File: src/hw/rtl/tra_pkg.sv
// ============================================================================
// tra_pkg: shared types and constants of the two-level rejecting averager
// Field widths, the controller state type and the divider status word.
// ============================================================================
package tra_pkg;

  localparam int unsigned RAW_W = 16;  // raw reading width
  localparam int unsigned SUM_W = 23;  // block sum width, also divider dividend width
  localparam int unsigned CNT_W = 8;   // block count width, also divider divisor width
  localparam int unsigned AVG_W = 15;  // block average and result width

  // Readings at or above this value are rejected as outliers.
  localparam logic [RAW_W-1:0] REJECT_LIMIT = 16'h8000;

  // Reset value of the readings-per-average register.
  localparam logic [CNT_W-1:0] RPA_RESET = 8'd10;

  // One quotient bit is produced per divider step.
  localparam int unsigned DIV_STEPS = SUM_W;
  localparam int unsigned DIV_CNT_W = $clog2(DIV_STEPS);

  typedef enum logic [2:0] {
    ST_IDLE,
    ST_BLK_DIV,
    ST_STAGE2,
    ST_OUT_DIV,
    ST_EMIT
  } tra_state_e;

  typedef struct packed {
    logic busy;
    logic done;
  } tra_div_status_t;

endpackage

File: src/hw/rtl/tra_if.sv
// ============================================================================
// tra_if: word channels of the two-level rejecting averager
// Valid/ready channels for raw readings and for filtered results.
// ============================================================================
interface tra_in_if;
  logic                      valid;
  logic                      ready;
  logic [tra_pkg::RAW_W-1:0] raw_reading;

  modport source (output valid, output raw_reading, input ready);
  modport sink (input valid, input raw_reading, output ready);
endinterface

interface tra_out_if;
  logic                      valid;
  logic                      ready;
  logic [tra_pkg::AVG_W-1:0] filtered_value;
  logic                      no_valid_data;

  modport source (output valid, output filtered_value, output no_valid_data, input ready);
  modport sink (input valid, input filtered_value, input no_valid_data, output ready);
endinterface

File: src/hw/rtl/tra_divider.sv
// ============================================================================
// tra_divider: bit-serial restoring divider
// Produces one quotient bit per cycle; the dividend shifts out of the top of
// the quotient register while quotient bits shift in at the bottom.
// ============================================================================
module tra_divider (
  input  logic                      clk_i,
  input  logic                      rst_ni,
  input  logic                      start_i,
  input  logic [tra_pkg::SUM_W-1:0] dividend_i,
  input  logic [tra_pkg::CNT_W-1:0] divisor_i,
  output logic [tra_pkg::SUM_W-1:0] quotient_o,
  output tra_pkg::tra_div_status_t  status_o
);
  import tra_pkg::*;

  logic [SUM_W-1:0]     quo_q, quo_d;
  logic [CNT_W-1:0]     rem_q, rem_d;
  logic [CNT_W-1:0]     den_q, den_d;
  logic [DIV_CNT_W-1:0] step_q, step_d;
  logic                 busy_q, busy_d;
  logic                 done_q, done_d;

  logic [CNT_W:0]       trial;
  logic [CNT_W:0]       diff;
  logic                 fits;

  // One restoring step: bring down the next dividend bit and try a subtract.
  assign trial = {rem_q, quo_q[SUM_W-1]};
  assign diff  = trial - {1'b0, den_q};
  assign fits  = trial >= {1'b0, den_q};

  always_comb begin
    quo_d  = quo_q;
    rem_d  = rem_q;
    den_d  = den_q;
    step_d = step_q;
    busy_d = busy_q;
    done_d = 1'b0;
    if (start_i) begin
      quo_d  = dividend_i;
      rem_d  = '0;
      den_d  = divisor_i;
      step_d = '0;
      busy_d = 1'b1;
    end else if (busy_q) begin
      quo_d = {quo_q[SUM_W-2:0], fits};
      rem_d = fits ? diff[CNT_W-1:0] : trial[CNT_W-1:0];
      if (step_q == DIV_CNT_W'(DIV_STEPS - 1)) begin
        busy_d = 1'b0;
        done_d = 1'b1;
      end else begin
        step_d = step_q + 1'b1;
      end
    end
  end

  always_ff @(posedge clk_i or negedge rst_ni) begin
    if (!rst_ni) begin
      step_q <= '0;
      busy_q <= 1'b0;
      done_q <= 1'b0;
    end else begin
      step_q <= step_d;
      busy_q <= busy_d;
      done_q <= done_d;
    end
  end

  always_ff @(posedge clk_i) begin
    quo_q <= quo_d;
    rem_q <= rem_d;
    den_q <= den_d;
  end

  assign quotient_o    = quo_q;
  assign status_o.busy = busy_q;
  assign status_o.done = done_q;

endmodule

File: src/hw/rtl/two_level_rejecting_averager_unit.sv
// ============================================================================
// two_level_rejecting_averager_unit: cascaded block average with rejection
// Averages raw proximity readings in blocks, dropping outliers, then
// averages the nonzero block averages into one filtered result word.
// ============================================================================
//
//   Channel     Direction  Contents
//   reading_i   in         raw_reading[15:0]
//   result_o    out        filtered_value[14:0], no_valid_data
//   cfg_we_i/   in         readings_per_average[7:0], write only
//   cfg_data_i
//
// A reading that does not close a block leaves the input ready, so such
// readings may arrive back to back. A reading that closes a block holds off
// the input while the bit-serial divider forms the block average, one
// quotient bit per cycle over 23 bits, if any reading in it was accepted. A
// reading that also closes a result holds off the input longer, as the same
// divider runs a second time for the result. Reset clears all counts and sums
// and loads readings_per_average with 10. A result word waits in the output
// register while the input keeps flowing; only the next result stalls on it.
//
module two_level_rejecting_averager_unit #(
  parameter int unsigned AVERAGES_PER_RESULT = 10
) (
  input  logic                      clk_i,
  input  logic                      rst_ni,
  tra_in_if.sink                    reading_i,
  tra_out_if.source                 result_o,
  input  logic                      cfg_we_i,
  input  logic [tra_pkg::CNT_W-1:0] cfg_data_i
);
  import tra_pkg::*;

  // Stage two widths follow from the number of averages per result.
  localparam int unsigned AIW = $clog2(AVERAGES_PER_RESULT + 1);
  localparam int unsigned OSW = AVG_W + AIW;

  // Controller state.
  tra_state_e state_q, state_d;

  // Configuration register.
  logic [CNT_W-1:0] rpa_q;

  // Stage one: running block sum, accepted count and readings taken.
  logic [SUM_W-1:0] blk_sum_q, blk_sum_d;
  logic [CNT_W-1:0] blk_cnt_q, blk_cnt_d;
  logic [CNT_W-1:0] rd_idx_q, rd_idx_d;

  // Stage two: sum and count of nonzero averages, and averages taken.
  logic [OSW-1:0]   out_sum_q, out_sum_d;
  logic [AIW-1:0]   out_cnt_q, out_cnt_d;
  logic [AIW-1:0]   avg_idx_q, avg_idx_d;

  // Latest block average and the pending result.
  logic [AVG_W-1:0] avg_q, avg_d;
  logic [AVG_W-1:0] res_val_q, res_val_d;
  logic             res_flag_q, res_flag_d;

  // Output register.
  logic             ovalid_q, ovalid_d;
  logic [AVG_W-1:0] oval_q, oval_d;
  logic             oflag_q, oflag_d;

  // Shared divider.
  logic             div_start;
  logic [SUM_W-1:0] div_dividend;
  logic [CNT_W-1:0] div_divisor;
  logic [SUM_W-1:0] div_quotient;
  tra_div_status_t  div_st;

  // Terms used by both the next-state and the output logic.
  logic             in_accept;
  logic [CNT_W-1:0] limit;
  logic             raw_ok;
  logic [SUM_W-1:0] blk_sum_add;
  logic [CNT_W-1:0] blk_cnt_add;
  logic [CNT_W-1:0] rd_idx_inc;
  logic             blk_end;
  logic             avg_nz;
  logic [OSW-1:0]   out_sum_add;
  logic [AIW-1:0]   out_cnt_add;
  logic [AIW-1:0]   avg_idx_inc;
  logic             res_end;
  logic             out_free;

  tra_divider u_div (
    .clk_i      (clk_i),
    .rst_ni     (rst_ni),
    .start_i    (div_start),
    .dividend_i (div_dividend),
    .divisor_i  (div_divisor),
    .quotient_o (div_quotient),
    .status_o   (div_st)
  );

  assign reading_i.ready = (state_q == ST_IDLE);
  assign in_accept       = reading_i.valid && reading_i.ready;

  // A length of zero behaves as a length of one.
  assign limit = (rpa_q == '0) ? CNT_W'(1) : rpa_q;

  // Outliers are dropped from both the sum and the count.
  assign raw_ok      = reading_i.raw_reading < REJECT_LIMIT;
  assign blk_sum_add = blk_sum_q + (raw_ok ? SUM_W'(reading_i.raw_reading) : '0);
  assign blk_cnt_add = blk_cnt_q + CNT_W'(raw_ok);
  assign rd_idx_inc  = rd_idx_q + 1'b1;
  // Greater-or-equal so that a length lowered mid-block ends it at once.
  assign blk_end     = rd_idx_inc >= limit;

  // Only nonzero block averages enter the stage two sum and count.
  assign avg_nz      = avg_q != '0;
  assign out_sum_add = out_sum_q + OSW'(avg_q);
  assign out_cnt_add = out_cnt_q + AIW'(avg_nz);
  assign avg_idx_inc = avg_idx_q + 1'b1;
  assign res_end     = avg_idx_inc >= AIW'(AVERAGES_PER_RESULT);

  // The output register can take a new word when empty or being drained.
  assign out_free = !ovalid_q || result_o.ready;

  // Next state.
  always_comb begin
    state_d = state_q;
    case (state_q)
      ST_IDLE: begin
        if (in_accept && blk_end) begin
          state_d = (blk_cnt_add != '0) ? ST_BLK_DIV : ST_STAGE2;
        end
      end
      ST_BLK_DIV: begin
        if (div_st.done) begin
          state_d = ST_STAGE2;
        end
      end
      ST_STAGE2: begin
        if (res_end) begin
          state_d = (out_cnt_add != '0) ? ST_OUT_DIV : ST_EMIT;
        end else begin
          state_d = ST_IDLE;
        end
      end
      ST_OUT_DIV: begin
        if (div_st.done) begin
          state_d = ST_EMIT;
        end
      end
      ST_EMIT: begin
        if (out_free) begin
          state_d = ST_IDLE;
        end
      end
      default: state_d = ST_IDLE;
    endcase
  end

  // Datapath updates and divider control.
  always_comb begin
    blk_sum_d    = blk_sum_q;
    blk_cnt_d    = blk_cnt_q;
    rd_idx_d     = rd_idx_q;
    out_sum_d    = out_sum_q;
    out_cnt_d    = out_cnt_q;
    avg_idx_d    = avg_idx_q;
    avg_d        = avg_q;
    res_val_d    = res_val_q;
    res_flag_d   = res_flag_q;
    oval_d       = oval_q;
    oflag_d      = oflag_q;
    ovalid_d     = ovalid_q && !result_o.ready;
    div_start    = 1'b0;
    div_dividend = blk_sum_add;
    div_divisor  = blk_cnt_add;

    case (state_q)
      ST_IDLE: begin
        if (in_accept) begin
          if (blk_end) begin
            blk_sum_d = '0;
            blk_cnt_d = '0;
            rd_idx_d  = '0;
            if (blk_cnt_add != '0) begin
              div_start = 1'b1;
            end else begin
              // A block with no accepted reading averages to zero.
              avg_d = '0;
            end
          end else begin
            blk_sum_d = blk_sum_add;
            blk_cnt_d = blk_cnt_add;
            rd_idx_d  = rd_idx_inc;
          end
        end
      end
      ST_BLK_DIV: begin
        if (div_st.done) begin
          avg_d = div_quotient[AVG_W-1:0];
        end
      end
      ST_STAGE2: begin
        if (res_end) begin
          out_sum_d = '0;
          out_cnt_d = '0;
          avg_idx_d = '0;
          if (out_cnt_add != '0) begin
            div_start    = 1'b1;
            div_dividend = SUM_W'(out_sum_add);
            div_divisor  = CNT_W'(out_cnt_add);
          end else begin
            // Every block average was zero: report an empty result.
            res_val_d  = '0;
            res_flag_d = 1'b1;
          end
        end else begin
          out_sum_d = avg_nz ? out_sum_add : out_sum_q;
          out_cnt_d = out_cnt_add;
          avg_idx_d = avg_idx_inc;
        end
      end
      ST_OUT_DIV: begin
        if (div_st.done) begin
          res_val_d  = div_quotient[AVG_W-1:0];
          res_flag_d = 1'b0;
        end
      end
      ST_EMIT: begin
        if (out_free) begin
          oval_d   = res_val_q;
          oflag_d  = res_flag_q;
          ovalid_d = 1'b1;
        end
      end
      default: begin
      end
    endcase
  end

  always_ff @(posedge clk_i or negedge rst_ni) begin
    if (!rst_ni) begin
      state_q   <= ST_IDLE;
      rpa_q     <= RPA_RESET;
      blk_sum_q <= '0;
      blk_cnt_q <= '0;
      rd_idx_q  <= '0;
      out_sum_q <= '0;
      out_cnt_q <= '0;
      avg_idx_q <= '0;
      ovalid_q  <= 1'b0;
    end else begin
      state_q   <= state_d;
      if (cfg_we_i) begin
        rpa_q <= cfg_data_i;
      end
      blk_sum_q <= blk_sum_d;
      blk_cnt_q <= blk_cnt_d;
      rd_idx_q  <= rd_idx_d;
      out_sum_q <= out_sum_d;
      out_cnt_q <= out_cnt_d;
      avg_idx_q <= avg_idx_d;
      ovalid_q  <= ovalid_d;
    end
  end

  always_ff @(posedge clk_i) begin
    avg_q      <= avg_d;
    res_val_q  <= res_val_d;
    res_flag_q <= res_flag_d;
    oval_q     <= oval_d;
    oflag_q    <= oflag_d;
  end

  assign result_o.valid          = ovalid_q;
  assign result_o.filtered_value = oval_q;
  assign result_o.no_valid_data  = oflag_q;

  // The divider is only started when it is free.
  a_div_start_idle : assert property (@(posedge clk_i) disable iff (!rst_ni)
    div_start |-> !div_st.busy)
    else $error("divider started while busy");

  // While waiting on a quotient, the divider is working or just finished.
  a_div_wait : assert property (@(posedge clk_i) disable iff (!rst_ni)
    (state_q == ST_BLK_DIV || state_q == ST_OUT_DIV) |-> (div_st.busy || div_st.done))
    else $error("waiting on a divider that is not running");

  // An empty result always carries a zero value.
  a_empty_zero : assert property (@(posedge clk_i) disable iff (!rst_ni)
    (ovalid_q && oflag_q) |-> (oval_q == '0))
    else $error("empty result with nonzero value");

  // The averages taken never reach the number per result between results.
  a_avg_idx_range : assert property (@(posedge clk_i) disable iff (!rst_ni)
    avg_idx_q < AIW'(AVERAGES_PER_RESULT))
    else $error("average index out of range");

endmodule
File: src/flat_wrapper.sv
// flat-port wrapper written by rule: the top's interface ports become plain ports
module two_level_rejecting_averager_unit_flat import tra_pkg::*;
#(
  parameter int unsigned AVERAGES_PER_RESULT = 10
)
  (clk_i, rst_ni, cfg_we_i, cfg_data_i, reading_i_valid, reading_i_raw_reading, reading_i_ready, result_o_valid, result_o_filtered_value, result_o_no_valid_data, result_o_ready);
  tra_in_if reading_i_i ();
  tra_out_if result_o_i ();
  input  logic clk_i;
  input  logic rst_ni;
  input  logic cfg_we_i;
  input  logic [tra_pkg::CNT_W-1:0] cfg_data_i;
  input wire logic [$bits(reading_i_i.valid)-1:0] reading_i_valid;
  input wire logic [$bits(reading_i_i.raw_reading)-1:0] reading_i_raw_reading;
  output wire logic [$bits(reading_i_i.ready)-1:0] reading_i_ready;
  output wire logic [$bits(result_o_i.valid)-1:0] result_o_valid;
  output wire logic [$bits(result_o_i.filtered_value)-1:0] result_o_filtered_value;
  output wire logic [$bits(result_o_i.no_valid_data)-1:0] result_o_no_valid_data;
  input wire logic [$bits(result_o_i.ready)-1:0] result_o_ready;
  assign reading_i_i.valid = reading_i_valid;
  assign reading_i_i.raw_reading = reading_i_raw_reading;
  assign reading_i_ready = reading_i_i.ready;
  assign result_o_valid = result_o_i.valid;
  assign result_o_filtered_value = result_o_i.filtered_value;
  assign result_o_no_valid_data = result_o_i.no_valid_data;
  assign result_o_i.ready = result_o_ready;
  two_level_rejecting_averager_unit #(.AVERAGES_PER_RESULT(AVERAGES_PER_RESULT)) u_core (.clk_i(clk_i), .rst_ni(rst_ni), .reading_i(reading_i_i), .result_o(result_o_i), .cfg_we_i(cfg_we_i), .cfg_data_i(cfg_data_i));
endmodule
File: config.mk
export PLATFORM = sky130hd
export DESIGN_NAME = two_level_rejecting_averager_unit_flat
export DESIGN_NICKNAME = d
export VERILOG_FILES = /design/src/hw/rtl/tra_pkg.sv /design/src/hw/rtl/tra_if.sv /design/src/hw/rtl/tra_divider.sv /design/src/hw/rtl/two_level_rejecting_averager_unit.sv /design/src/flat_wrapper.sv
export SDC_FILE = /design/constraint.sdc
export NUM_CORES = 1
export LEC_CHECK = 0
export BUFFER_PORTS_ARGS = -buffer_cell sky130_fd_sc_hd__buf_2
export CORE_ASPECT_RATIO = 2
export CORE_UTILIZATION = 58
export CTS_BUF_LIST = sky130_fd_sc_hd__clkbuf_8
export CTS_CLUSTER_SIZE = 10
export DETAILED_ROUTE_END_ITERATION = 16
export PLACE_DENSITY_LB_ADDON = 0.12
export RECOVER_POWER = 100
export SLEW_MARGIN = 20
export SYNTH_ARGS = -nofsm -noshare
export SYNTH_HDL_FRONTEND = slang
export SYNTH_SLANG_ARGS = --single-unit
File: constraint.sdc
create_clock -name clk_i -period 3.95 [get_ports clk_i]
set_input_delay 0.395 -clock clk_i [delete_from_list [all_inputs] [get_ports clk_i]]
set_output_delay 0.395 -clock clk_i [all_outputs]
set_load 0.02 [all_outputs]
Word level (Yosys, flattened, before mapping)
Cells that the tools add are included.
Word-level totals
  register bits after elaboration: 171
  input bits: 29
  output and inout port bits: 18
  logic and storage cells: 124
Cells by class
  $add $sub $neg: 8
  order comparisons: 4
  equal/unequal tests: 15
  mux-type cells: 55
  reductions and logical operators: 22
Operator list (number)
  two-way mux 23 bit: 6
  two-way mux 15 bit: 6
  one-hot mux 15 bit (2 select lines): 2
  two-way mux 8 bit: 7
  two-way mux 19 bit: 2
  adder 23 bit: 1
  adder 19 x 15 -> 19 bit: 1
  two-way mux 3 bit: 6
  < comparator 16 bit (second input constant): 1
  two-way mux 1 bit: 16
  two-way mux 16 bit: 1
  two-way mux 5 bit: 3
  one-hot mux 3 bit (5 select lines): 1
  nonzero test 15 bit: 1
  != test 2 bit (second input constant): 7
  greater-or-equal comparator 9 x 8 -> 1 bit: 1
  adder 8 x 1 -> 8 bit: 1
  adder 8 x 1 -> 8 bit (second input constant): 1
  greater-or-equal comparator 8 bit: 1
  zero test 8 bit: 1
  two-way mux 4 bit: 2
  AND reduction 2 bit: 4
  AND reduction 4 bit: 2
  nonzero test 2 bit: 4
  19 further kinds: 26

Logic depth before layout (Yosys ltp)
Gate-level depths: netlist (run 1).
  word-level depth: 9
  gate-level depth with buffers: 13
  gate-level depth less buffers: 11

Cells and area by module
A second synthesis (run 1) with hierarchy kept.
Unflattened totals
  cells, all modules: 970
  area total of the unflattened synthesis: 9819.4 um2
By module, submodules not included
  two_level_rejecting_averager_unit: times used 1, cells each 784, area an instance 7495.9 um2, seq. area each 3365.7 um2
  tra_divider: times used 1, cells each 186, area an instance 2323.5 um2, seq. area each 1266.2 um2

Worst setup path after synthesis (run 1)
OpenSTA, ideal clock, no wires.
  path type: input to register
  start point: input port reading_i_raw_reading[15]
  end point: register u_core.avg_q[0] (enable)
  library setup time: 411 ps
  arrival: 3656 ps
  required time: 3539 ps
  setup slack: -117 ps
  stages on the path: 10
  path buffers: 2
  cell sequence: clkbuf_1 -> inv_1 -> ha_1 -> ha_1 -> buf_6 -> or4_4 -> a211o_1 -> a221oi_2 -> o21ai_0 -> a211oi_1
On the way
  longest elaborated chain between the ends: 5
Ends and longest elaborated chain
  from (decl): line flat_wrapper.sv:14  | input wire logic [$bits(reading_i_i.raw_reading)-1:0] reading_i_raw_reading;
  < comparator 16 bit: line two_level_rejecting_averager_unit.sv:103  | assign raw_ok = reading_i.raw_reading < REJECT_LIMIT;
  adder 8 x 1 -> 8 bit: line two_level_rejecting_averager_unit.sv:105  | assign blk_cnt_add = blk_cnt_q + CNT_W'(raw_ok);
  nonzero test 8 bit: line two_level_rejecting_averager_unit.sv:180  | if (blk_cnt_add != '0) begin
  != test 2 bit (no line)
  AND reduction 5 bit (no line)
  to (signal assigned): line two_level_rejecting_averager_unit.sv:263  | avg_q <= avg_d;
  to (decl): line two_level_rejecting_averager_unit.sv:55  | logic [AVG_W-1:0] avg_q, avg_d;
No other way between the ends.
A chain may end at the register's enable or synchronous reset.

Final worst setup path (run 1)
  start point: register u_core.avg_q[4]
  end point: register u_core.u_div.quo_q[9], in the netlist u_core.u_div.quotient_o[9] (data pin)
On the way
  longest elaborated chain between the ends: 7
  elaborated cells on any way between the ends: 11
  classes of those cells: add/sub (2); mux (7); reduce/logical (2)
Ends and longest elaborated chain
  nonzero test 15 bit: line two_level_rejecting_averager_unit.sv:111  | assign avg_nz = avg_q != '0;
  adder 4 x 1 -> 4 bit: line two_level_rejecting_averager_unit.sv:113  | assign out_cnt_add = out_cnt_q + AIW'(avg_nz);
  nonzero test 4 bit: line two_level_rejecting_averager_unit.sv:203  | if (out_cnt_add != '0) begin
  two-way mux 1 bit or two-way mux 23 bit (tied branches): line two_level_rejecting_averager_unit.sv:203
  two-way mux 1 bit or two-way mux 23 bit (tied branches): line two_level_rejecting_averager_unit.sv:199  | if (res_end) begin
  one-hot mux 1 bit (2 select lines) or two-way mux 23 bit (tied branches): line two_level_rejecting_averager_unit.sv:173  | case (state_q)
  two-way mux 23 bit (*): line tra_divider.sv:40  | if (start_i) begin
  named net u_core.u_div.quo_d[9]: line tra_divider.sv:17  | logic [SUM_W-1:0] quo_q, quo_d;
  to (signal assigned): line tra_divider.sv:71  | quo_q <= quo_d;
  to (decl): line tra_divider.sv:17
The timed path passes the listed nets; every way through them passes the cells marked *.

==> results.yml, run 1 <==
timing:
  fin_crit_ns: 3.63
  max_freq_ghz: 0.276
  whs_ns: 0.134
  finalCritPeriodShare_pct: 91.8
  slew_headroom_pct: -21.5
  rsz0062_at_grt: "no"
  skew_ns: 0.0174
  setup_violations: 0
  maxSlewViolCount: 67
  tightest_slew_ns: 1.82
  setup_tns_ns: 0
  hold_violations: 0
  worst_slack_ns: 0.325
global_route:
  antenna_found_initial: 0
  grt_pass1_vias: 7354
  grt_max_degree: 67
  grt_overflow: 0
  grt_pass1_wl_microns: 36000
  grt_usage_pct: 27.4
floorplanning:
  die_h_microns: 184
  ios: 47
  core_area_sq_mm: 0.0162
  fp-row-count: 66
  die_w_microns: 92.9
  die_area_sq_mm: 0.0171
  initial_utilization_pct: 59.2
drt:
  wl_microns: 21900
  routedWlPerCell_microns: 18.1
  drtIter0Drc: 338
  avgViaCountPerCell: 5.99
  drtPass1Iterations: 5
  drc: 0
  vias: 7224
  ant_nets: 0
layout:
  nets: 1077
  final_util_pct: 63.7
  fillCellCount: 1393
  antennaDiodeCount: 0
  syn2layout_area_growth_pct: 7.59
  drive_above_1_share_pct: 9.57
  final_area_sq_mm: 0.0103
  layoutNonFillerInstCount: 1207
place:
  place_inst: 1175
  place_ws_ns: 0.377
  dpl_cell_area_sq_mm: 0.0100
  portBuffers: 46
  dp_hpwl_microns: 16500
  routabilityCongestion: 0.919
clock_tree:
  cts-hold-fix-buffers: 0
  cts_setup_buffers: 0
  clock_tree.root_cell: "clkbuf_8"
  path_clk_slew_ns: 0.09
  cts_tree: "done"
  post_cts_resized: 0
  numClockSinks: 171
  cts.path.max_buffers: 2
  insertion_delay_ns: 0.46
  cts_made_buffers: 17
  cts-htree-levels: 4
logic_synthesis:
  syn_area_per_cell_sq_um: 10.2
  syn_area_sq_mm: 0.00958
  synth-seq-cells: 171
  ys_seq_area_share_pct: 48.4
  synth_top_flop_cell: "dfrtp_1"
  synth-edff-count: 78
  synth_fp_nets: 1029
  yosys_warnings: 0
  syn-instance-count: 942
  synthArstFlopShare_pct: 49.7
  synth_cell_types: 75
worst_setup_path:
  cp.required_ns: 4.17
  ff2ff_path_depth: 11
  critPathCapture: "u_core.u_div.quotient_o[9]"
  critPathKind: "reg2reg"
  r2r-start: "u_core.avg_q[4]"
  r2r_end: "u_core.u_div.quotient_o[9]"
  critPathCaptureType: "flop"
  rrSetupSlack_ns: 0.32
  start_kind: "flop"
  worstPathMaxFanout: 17
  crit_start: "u_core.avg_q[4]"
  arrival_ns: 3.85
pwr:
  ir_worst_vdd_mv: 0.312
  finalPower_mw: 7.81
  powerDensity_mw_per_mm2: 758
  p_leak_nw: 4.26
flow_run:
  drv_cap: 1
status:
  status: "finished with violations"
  violations: "max-capacitance violations, max-slew violations"
worst_hold_path:
  hp-class: "in2reg"
[cell families after synthesis]
group	count (synthesis)	share of synthesized area, %
simple gates	313	15.9
compound gates	262	18.5
flops	171	48.4
buf+inv	73	3.32
fa+ha+maj	58	7.81
xor+xnor	56	5.12
mux	9	0.993
[area by class of cell]
| class | count | area (sq um) | area share, % |
|---|---|---|---|
| inverter | 35 | 134 | 1.30 |
| clock buffer | 17 | 234 | 2.27 |
| multi-input combinational | 698 | 4600 | 44.7 |
| sequential | 171 | 4630 | 45.0 |
| clock inverter | 15 | 124 | 1.20 |
| timing repair buffer | 67 | 324 | 3.15 |
| tap | 204 | 255 | 2.48 |
[how the worst min path moves through the flow]
stage / from / to / slack (ns) / cells after the start
2_1_floorplan: rst_ni / u_core.avg_idx_q[0] / 0.1 / 0
3_3_place_gp: u_core.res_val_q[0] / u_core.result_o.filtered_value[0] / 0.40 / 0
3_5_place_dp: u_core.res_flag_q / u_core.result_o.no_valid_data / 0.41 / 0
4_1_cts: rst_ni / u_core.u_div.step_q[3] / 0.07 / 1
5_1_grt: cfg_data_i[5] / u_core.rpa_q[5] / 0.11 / 3
6_report: cfg_data_i[4] / u_core.rpa_q[4] / 0.13 / 3
[registers in the layout, summed over array words and instances (netlist names), 3 cells and up]
name / cells
u_core.rpa_q: 8
u_core.out_cnt_q: 4
u_core.u_div.quotient_o: 23
u_core.blk_sum_q: 23
u_core.u_div.rem_q: 8
u_core.state_q: 3
u_core.out_sum_q: 19
u_core.rd_idx_q: 8
u_core.blk_cnt_q: 8
u_core.res_val_q: 15
u_core.u_div.step_q: 5
u_core.avg_idx_q: 4
u_core.avg_q: 15
u_core.result_o.filtered_value: 15
u_core.u_div.den_q: 8
[routing by layer]
metal | vias up | GRT usage (%) | wire length (microns)
met5 | - | 0 | 0
met4 | 0 | 11.2 | 642
met3 | 43 | 4.47 | 647
met2 | 161 | 51.8 | 11900
met1 | 3509 | 29.6 | 8650
li1 | 3511 | - | -
[power breakdown]
group | switching [mW] | internal [mW] | leakage (nW)
Combinational | 2.17 | 1.43 | 2.20
Sequential | 0.494 | 2.56 | 1.88
Clock | 0.654 | 0.496 | 0.183
[cells in the mapped netlist, drive strengths merged, types with 3 or more instances]
library cell	n	area [sq um]
a211o	4	35.0
nor3	21	110
ha	55	688
a221o	3	30.0
mux2	4	45.0
fa	3	60.1
o21ai	97	485
o221ai	5	43.8
a31oi	9	62.6
o221a	3	33.8
nand3	19	95.1
and2	34	213
mux2i	5	50.1
buf	13	88.8
o31ai	16	125
xnor2	28	245
a211oi	13	113
dfxtp	8	160
dfrtp	83	2080
o22ai	3	18.8
clkbuf	25	95.1
a22o	11	96.3
nor2b	19	119
a21o	12	90.1
o21bai	5	37.5
nand2b	7	43.8
edfxtp	78	2340
nor2	51	191
nand3b	6	45.0
o2111ai	3	26.3
o211ai	5	42.5
nand2	118	443
xor2	28	245
nand4	6	37.5
or3	11	68.8
and3	11	68.8
nor4	5	46.3
inv	35	134
a21oi	42	240
o21a	6	45.0
a21boi	5	37.5
a22oi	4	30.0
[cell usage in the layout, fill, tap and decap left out, drive strengths merged, types with 21 or more instances in the layout]
cell type,count
and2,34
nand2,118
clkbuf,47
xnor2,28
buf,37
nor3,21
o21ai,97
nor2,51
ha,55
dfrtp,83
inv,39
edfxtp,78
xor2,28
a21oi,42
[critical path: stages, from the launching register on]
cell	delay, ns
edfxtp_1	0.41
nor4_1	0.48
nand4_1	0.36
ha_1	0.31
ha_1	0.21
xor2_1	0.22
nor3_1	0.07
nand2_1	0.10
and2_1	0.20
clkbuf_1	0.63
nand2_1	0.19
o221a_2	0.18
Power figures use the tool's default switching activity.
==> run 2, diff against run 1 <==
--- a/config.mk
+++ b/config.mk
@@ -5,7 +5,7 @@
 export SDC_FILE = /design/constraint.sdc
 export NUM_CORES = 1
 export LEC_CHECK = 0
-export BUFFER_PORTS_ARGS = -buffer_cell sky130_fd_sc_hd__buf_2
+export BUFFER_PORTS_ARGS = -buffer_cell sky130_fd_sc_hd__buf_4
 export CORE_ASPECT_RATIO = 2
 export CORE_UTILIZATION = 58
 export CTS_BUF_LIST = sky130_fd_sc_hd__clkbuf_8
==> results.yml, run 2 (synthesized netlist as in run 1, its figures left out) <==
worst_setup_path:
  path_buf_inv: 1
  cp.required_ns: 4.05
  critPathKind: "reg2reg"
  slowest_delay_ns: 0.67
  worstPathMaxFanout: 15
  start_kind: "flop"
  crit_top_cell: "ha_1"
  path_delay_family: "compound AO/OA/AOI/OAI gates"
  path_cells: "ha_1 -> ha_1 -> or4_4 -> a211o_1 -> a221oi_2 -> o21ai_0 -> a211oi_2 -> clkbuf_1"
  critPathCaptureType: "flop"
  crit_path_top_delay_cell: "clkbuf_1"
  arrival_ns: 3.60
timing:
  maxSlewViolCount: 68
  fin_crit_ns: 3.51
  setup_tns_ns: 0
  tightest_slew_ns: 1.77
  setup_violations: 0
  finalCritPeriodShare_pct: 88.7
  slew_headroom_pct: -18.0
  worst_slack_ns: 0.445
  hold_violations: 0
  skew_ns: 0.0157
  rsz0062_at_grt: "no"
  max_freq_ghz: 0.285
layout:
  syn2layout_area_growth_pct: 8.77
  drive_above_1_share_pct: 9.50
  antennaDiodeCount: 0
  final_cell_mix: "nand2_1, o21ai_0, dfrtp_1"
  final_area_sq_mm: 0.0104
  layout_commonest_cell: "nand2_1"
  final_util_pct: 64.4
  nets: 1074
clock_tree:
  cts_setup_buffers: 0
  clock_tree.root_cell: "clkbuf_8"
  cts.path.max_buffers: 2
  cts-htree-levels: 4
  cts_made_buffers: 17
  path_clk_slew_ns: 0.09
  cts_tree: "done"
  numClockSinks: 171
  insertion_delay_ns: 0.47
  post_cts_resized: 0
  cts-hold-fix-buffers: 0
drt:
  drc: 0
  drtIter0Drc: 327
  routedWlPerCell_microns: 18.3
  ant_nets: 0
  avgViaCountPerCell: 6.06
  vias: 7296
  drtPass1Iterations: 5
  wl_microns: 22000
status:
  status: "finished with violations"
  violations: "max-capacitance violations, max-slew violations"
floorplanning:
  die_area_sq_mm: 0.0171
  ios: 47
  fp-row-count: 66
  initial_utilization_pct: 59.2
  core_area_sq_mm: 0.0162
  die_h_microns: 184
  die_w_microns: 92.9
place:
  portBuffers: 46
  place_ws_ns: 0.462
  dp_hpwl_microns: 16800
  routabilityCongestion: 0.948
  dpl_cell_area_sq_mm: 0.0101
global_route:
  grt_pass1_vias: 7158
  antenna_found_initial: 0
  grt_overflow: 0
  grt_usage_pct: 27.5
  grt_max_degree: 68
  grt_pass1_wl_microns: 35900
flow_run:
  drv_cap: 1
pwr:
  powerDensity_mw_per_mm2: 767
  p_leak_nw: 4.31
  ir_worst_vdd_mv: 0.381
worst_hold_path:
  hp-class: "in2reg"
run 2: path summary, 6_finish.rpt:
check	startpoint	end	slack, ns	cells after the start
min in group asynchronous	rst_ni	u_core.u_div.step_q[4]	0.38	1
max in group asynchronous	rst_ni	u_core.out_sum_q[8]	1.78	2
hold reg to reg	u_core.res_val_q[0]	u_core.result_o.filtered_value[0]	0.42	0
setup reg to reg	u_core.blk_cnt_q[0]	u_core.avg_q[6]	0.44	8
hold / removal	cfg_data_i[7]	u_core.rpa_q[7]	0.12	3
setup / recovery	u_core.blk_cnt_q[0]	u_core.avg_q[6]	0.44	8
run 2: report_power, final:
| part | internal (mW) | switching [mW] |
|---|---|---|
| sequential | 2.56 | 0.499 |
| clock | 0.648 | 0.665 |
| combinational | 1.43 | 2.18 |
run 2: cell type report:
class                           count  area, sq um
Sequential cell                   171         4630
Timing Repair Buffer               64          375
Inverter                           35          134
Fill cell                        1417         5770
Clock buffer                       18          248
Tap cell                          204          255
Clock inverter                     14          171
Multi-Input combinational cell    698         4600
run 2: worst register-to-register path, stage by stage (launching register included):
cell and delay (ns):
dfrtp_1 0.40, ha_1 0.24, ha_1 0.31, or4_4 0.58, a211o_1 0.31, a221oi_2 0.23
o21ai_0 0.18, a211oi_2 0.22, clkbuf_1 0.67
run 2: stage by stage:
stage | power (mW) | hold WS, ns | cells
2_1_floorplan | 5.70 | 0.0994 | 942
6_report | 7.99 | 0.124 | 1204
3_3_place_gp | 6.69 | 0.401 | 1172
3_5_place_dp | 6.76 | 0.406 | 1172
5_1_grt | 8.54 | 0.120 | 1204
4_1_cts | 8.08 | 0.0796 | 1204
run 2: routing by layer:
metal  track usage, %  share of wire (%)  vias to the layer above
li1                 -                  -                     3509
met1             30.7                 38                     3534
met2             50.5                 55                      196
met3             3.64                3.5                       57
met4             13.1                3.9                        0
met5                0                  0                        -
==> run 3, diff against run 2 <==
--- a/config.mk
+++ b/config.mk
@@ -7,7 +7,7 @@
 export LEC_CHECK = 0
 export BUFFER_PORTS_ARGS = -buffer_cell sky130_fd_sc_hd__buf_4
 export CORE_ASPECT_RATIO = 2
-export CORE_UTILIZATION = 58
+export CORE_UTILIZATION = 48
 export CTS_BUF_LIST = sky130_fd_sc_hd__clkbuf_8
 export CTS_CLUSTER_SIZE = 10
 export DETAILED_ROUTE_END_ITERATION = 16
==> constraint.sdc (replaced) <==
create_clock -name clk_i -period 3.3 [get_ports clk_i]
set_input_delay 0.33 -clock clk_i [delete_from_list [all_inputs] [get_ports clk_i]]
set_output_delay 0.33 -clock clk_i [all_outputs]
set_load 0.02 [all_outputs]
==> results.yml, run 3 (synthesized netlist as in run 1, its figures left out) <==
status:
  status: "finished with violations"
  violations: "max-capacitance violations, max-slew violations"
worst_setup_path:
  critPathKind: "reg2reg"
  arrival_ns: 3.37
  start_kind: "flop"
  critPathCaptureType: "flop"
  ff2ff_path_depth: 8
  cp.required_ns: 3.52
  worstPathMaxFanout: 5
flow_run:
  drv_cap: 1
worst_hold_path:
  hp-class: "in2reg"
  min_path_cells: 3
global_route:
  grt_max_degree: 68
  grt_pass1_vias: 7597
  antenna_found_initial: 0
  use_met1_pct: 25.8
  grt_usage_pct: 23.7
  grt-busiest-layer: "met2"
  gr-usage-met2_pct: 43.9
  grt_pass1_wl_microns: 37200
  grtUsageMet3_pct: 4.31
  grt_overflow: 0
layout:
  drive_above_1_share_pct: 11.3
  layoutNonFillerInstCount: 1280
  antennaDiodeCount: 0
  nets: 1095
  syn2layout_area_growth_pct: 10.8
  final_cell_mix: "nand2_1, o21ai_0, dfrtp_1"
  final_util_pct: 54.5
  layout_commonest_cell: "nand2_1"
  final_area_sq_mm: 0.0106
floorplanning:
  die_w_microns: 102
  initial_utilization_pct: 49.2
  ios: 47
  die_h_microns: 202
  die_area_sq_mm: 0.0206
  fp-row-count: 72
  core_area_sq_mm: 0.0195
timing:
  maxSlewViolCount: 68
  tightest_slew_ns: 1.85
  skew_ns: 0.0165
  finalCritPeriodShare_pct: 95.4
  hold_violations: 0
  fin_crit_ns: 3.15
  max_freq_ghz: 0.318
  setup_tns_ns: 0
  setup_violations: 0
  slew_headroom_pct: -23.6
  rsz0062_at_grt: "no"
  worst_slack_ns: 0.150
  whs_ns: 0.0552
drt:
  avgViaCountPerCell: 5.61
  routedWlPerCell_microns: 17.4
  drtPass1Iterations: 4
  wl_microns: 22300
  ant_nets: 0
  vias: 7181
  drc: 0
  drtIter0Drc: 325
pwr:
  powerDensity_mw_per_mm2: 893
  finalPower_mw: 9.48
  ir_worst_vdd_mv: 0.350
  p_leak_nw: 4.38
clock_tree:
  path_clk_slew_ns: 0.10
  cts_made_buffers: 17
  numClockSinks: 171
  clock_tree.root_cell: "clkbuf_8"
  cts_tree: "done"
  insertion_delay_ns: 0.48
  cts_setup_buffers: 0
  cts.path.max_buffers: 2
  cts-htree-levels: 4
place:
  place_inst: 1248
  place_ws_ns: 0.0588
  portBuffers: 46
  routabilityCongestion: 0.843
  dpl_cell_area_sq_mm: 0.0104
  dp_hpwl_microns: 17000
run 3: metal layers:
| layer | wire [microns] | share of wire, % |
|---|---|---|
| met1 | 8810 | 40 |
| met2 | 12100 | 55 |
| met3 | 616 | 2.8 |
| met4 | 709 | 3.2 |
| met5 | 0 | 0 |
run 3: power breakdown:
group / switching (mW) / internal, mW / total [mW]
combinational: 2.64 / 1.84 / 4.48
clock: 0.796 / 0.592 / 1.39
sequential: 0.555 / 3.06 / 3.61
total: 3.99 / 5.49 / 9.48
run 3: worst paths after layout:
path	startpoint	slack, ns	endpoint
worst min-delay path	cfg_data_i[5]	0.06	u_core.rpa_q[5]
min in group asynchronous	rst_ni	0.37	u_core.rd_idx_q[0]
max in group asynchronous	rst_ni	1.64	u_core.avg_idx_q[1]
worst max-delay path	u_core.avg_q[6]	0.15	u_core.u_div.quotient_o[17]
worst min register to register	u_core.res_val_q[6]	0.42	u_core.result_o.filtered_value[6]
worst max register to register	u_core.avg_q[6]	0.15	u_core.u_div.quotient_o[17]
run 3: final cells by class:
| cell class | count | area [sq um] |
|---|---|---|
| fill | 1852 | 8850 |
| inverter | 35 | 134 |
| tap | 259 | 324 |
| timing repair buffer | 85 | 551 |
| clock buffer | 17 | 234 |
| multi-input combinational | 698 | 4610 |
| clock inverter | 15 | 124 |
| sequential | 171 | 4630 |
run 3: repair_timing:
item / CTS / global route
resized for setup: 0 / 4
setup endpoints to repair: 0 / 36
endpoints found under the hold margin: 0 / 0
hold buffers: 0 / 0
run 3: critical path: stages (launching register included):
cell       delay (ns)
edfxtp_1         0.43
ha_1             0.38
a2111oi_0        0.57
nor3_1           0.14
a2111o_1         0.49
a41oi_1          0.34
nor2_1           0.09
xnor2_1          0.25
o221ai_1         0.18
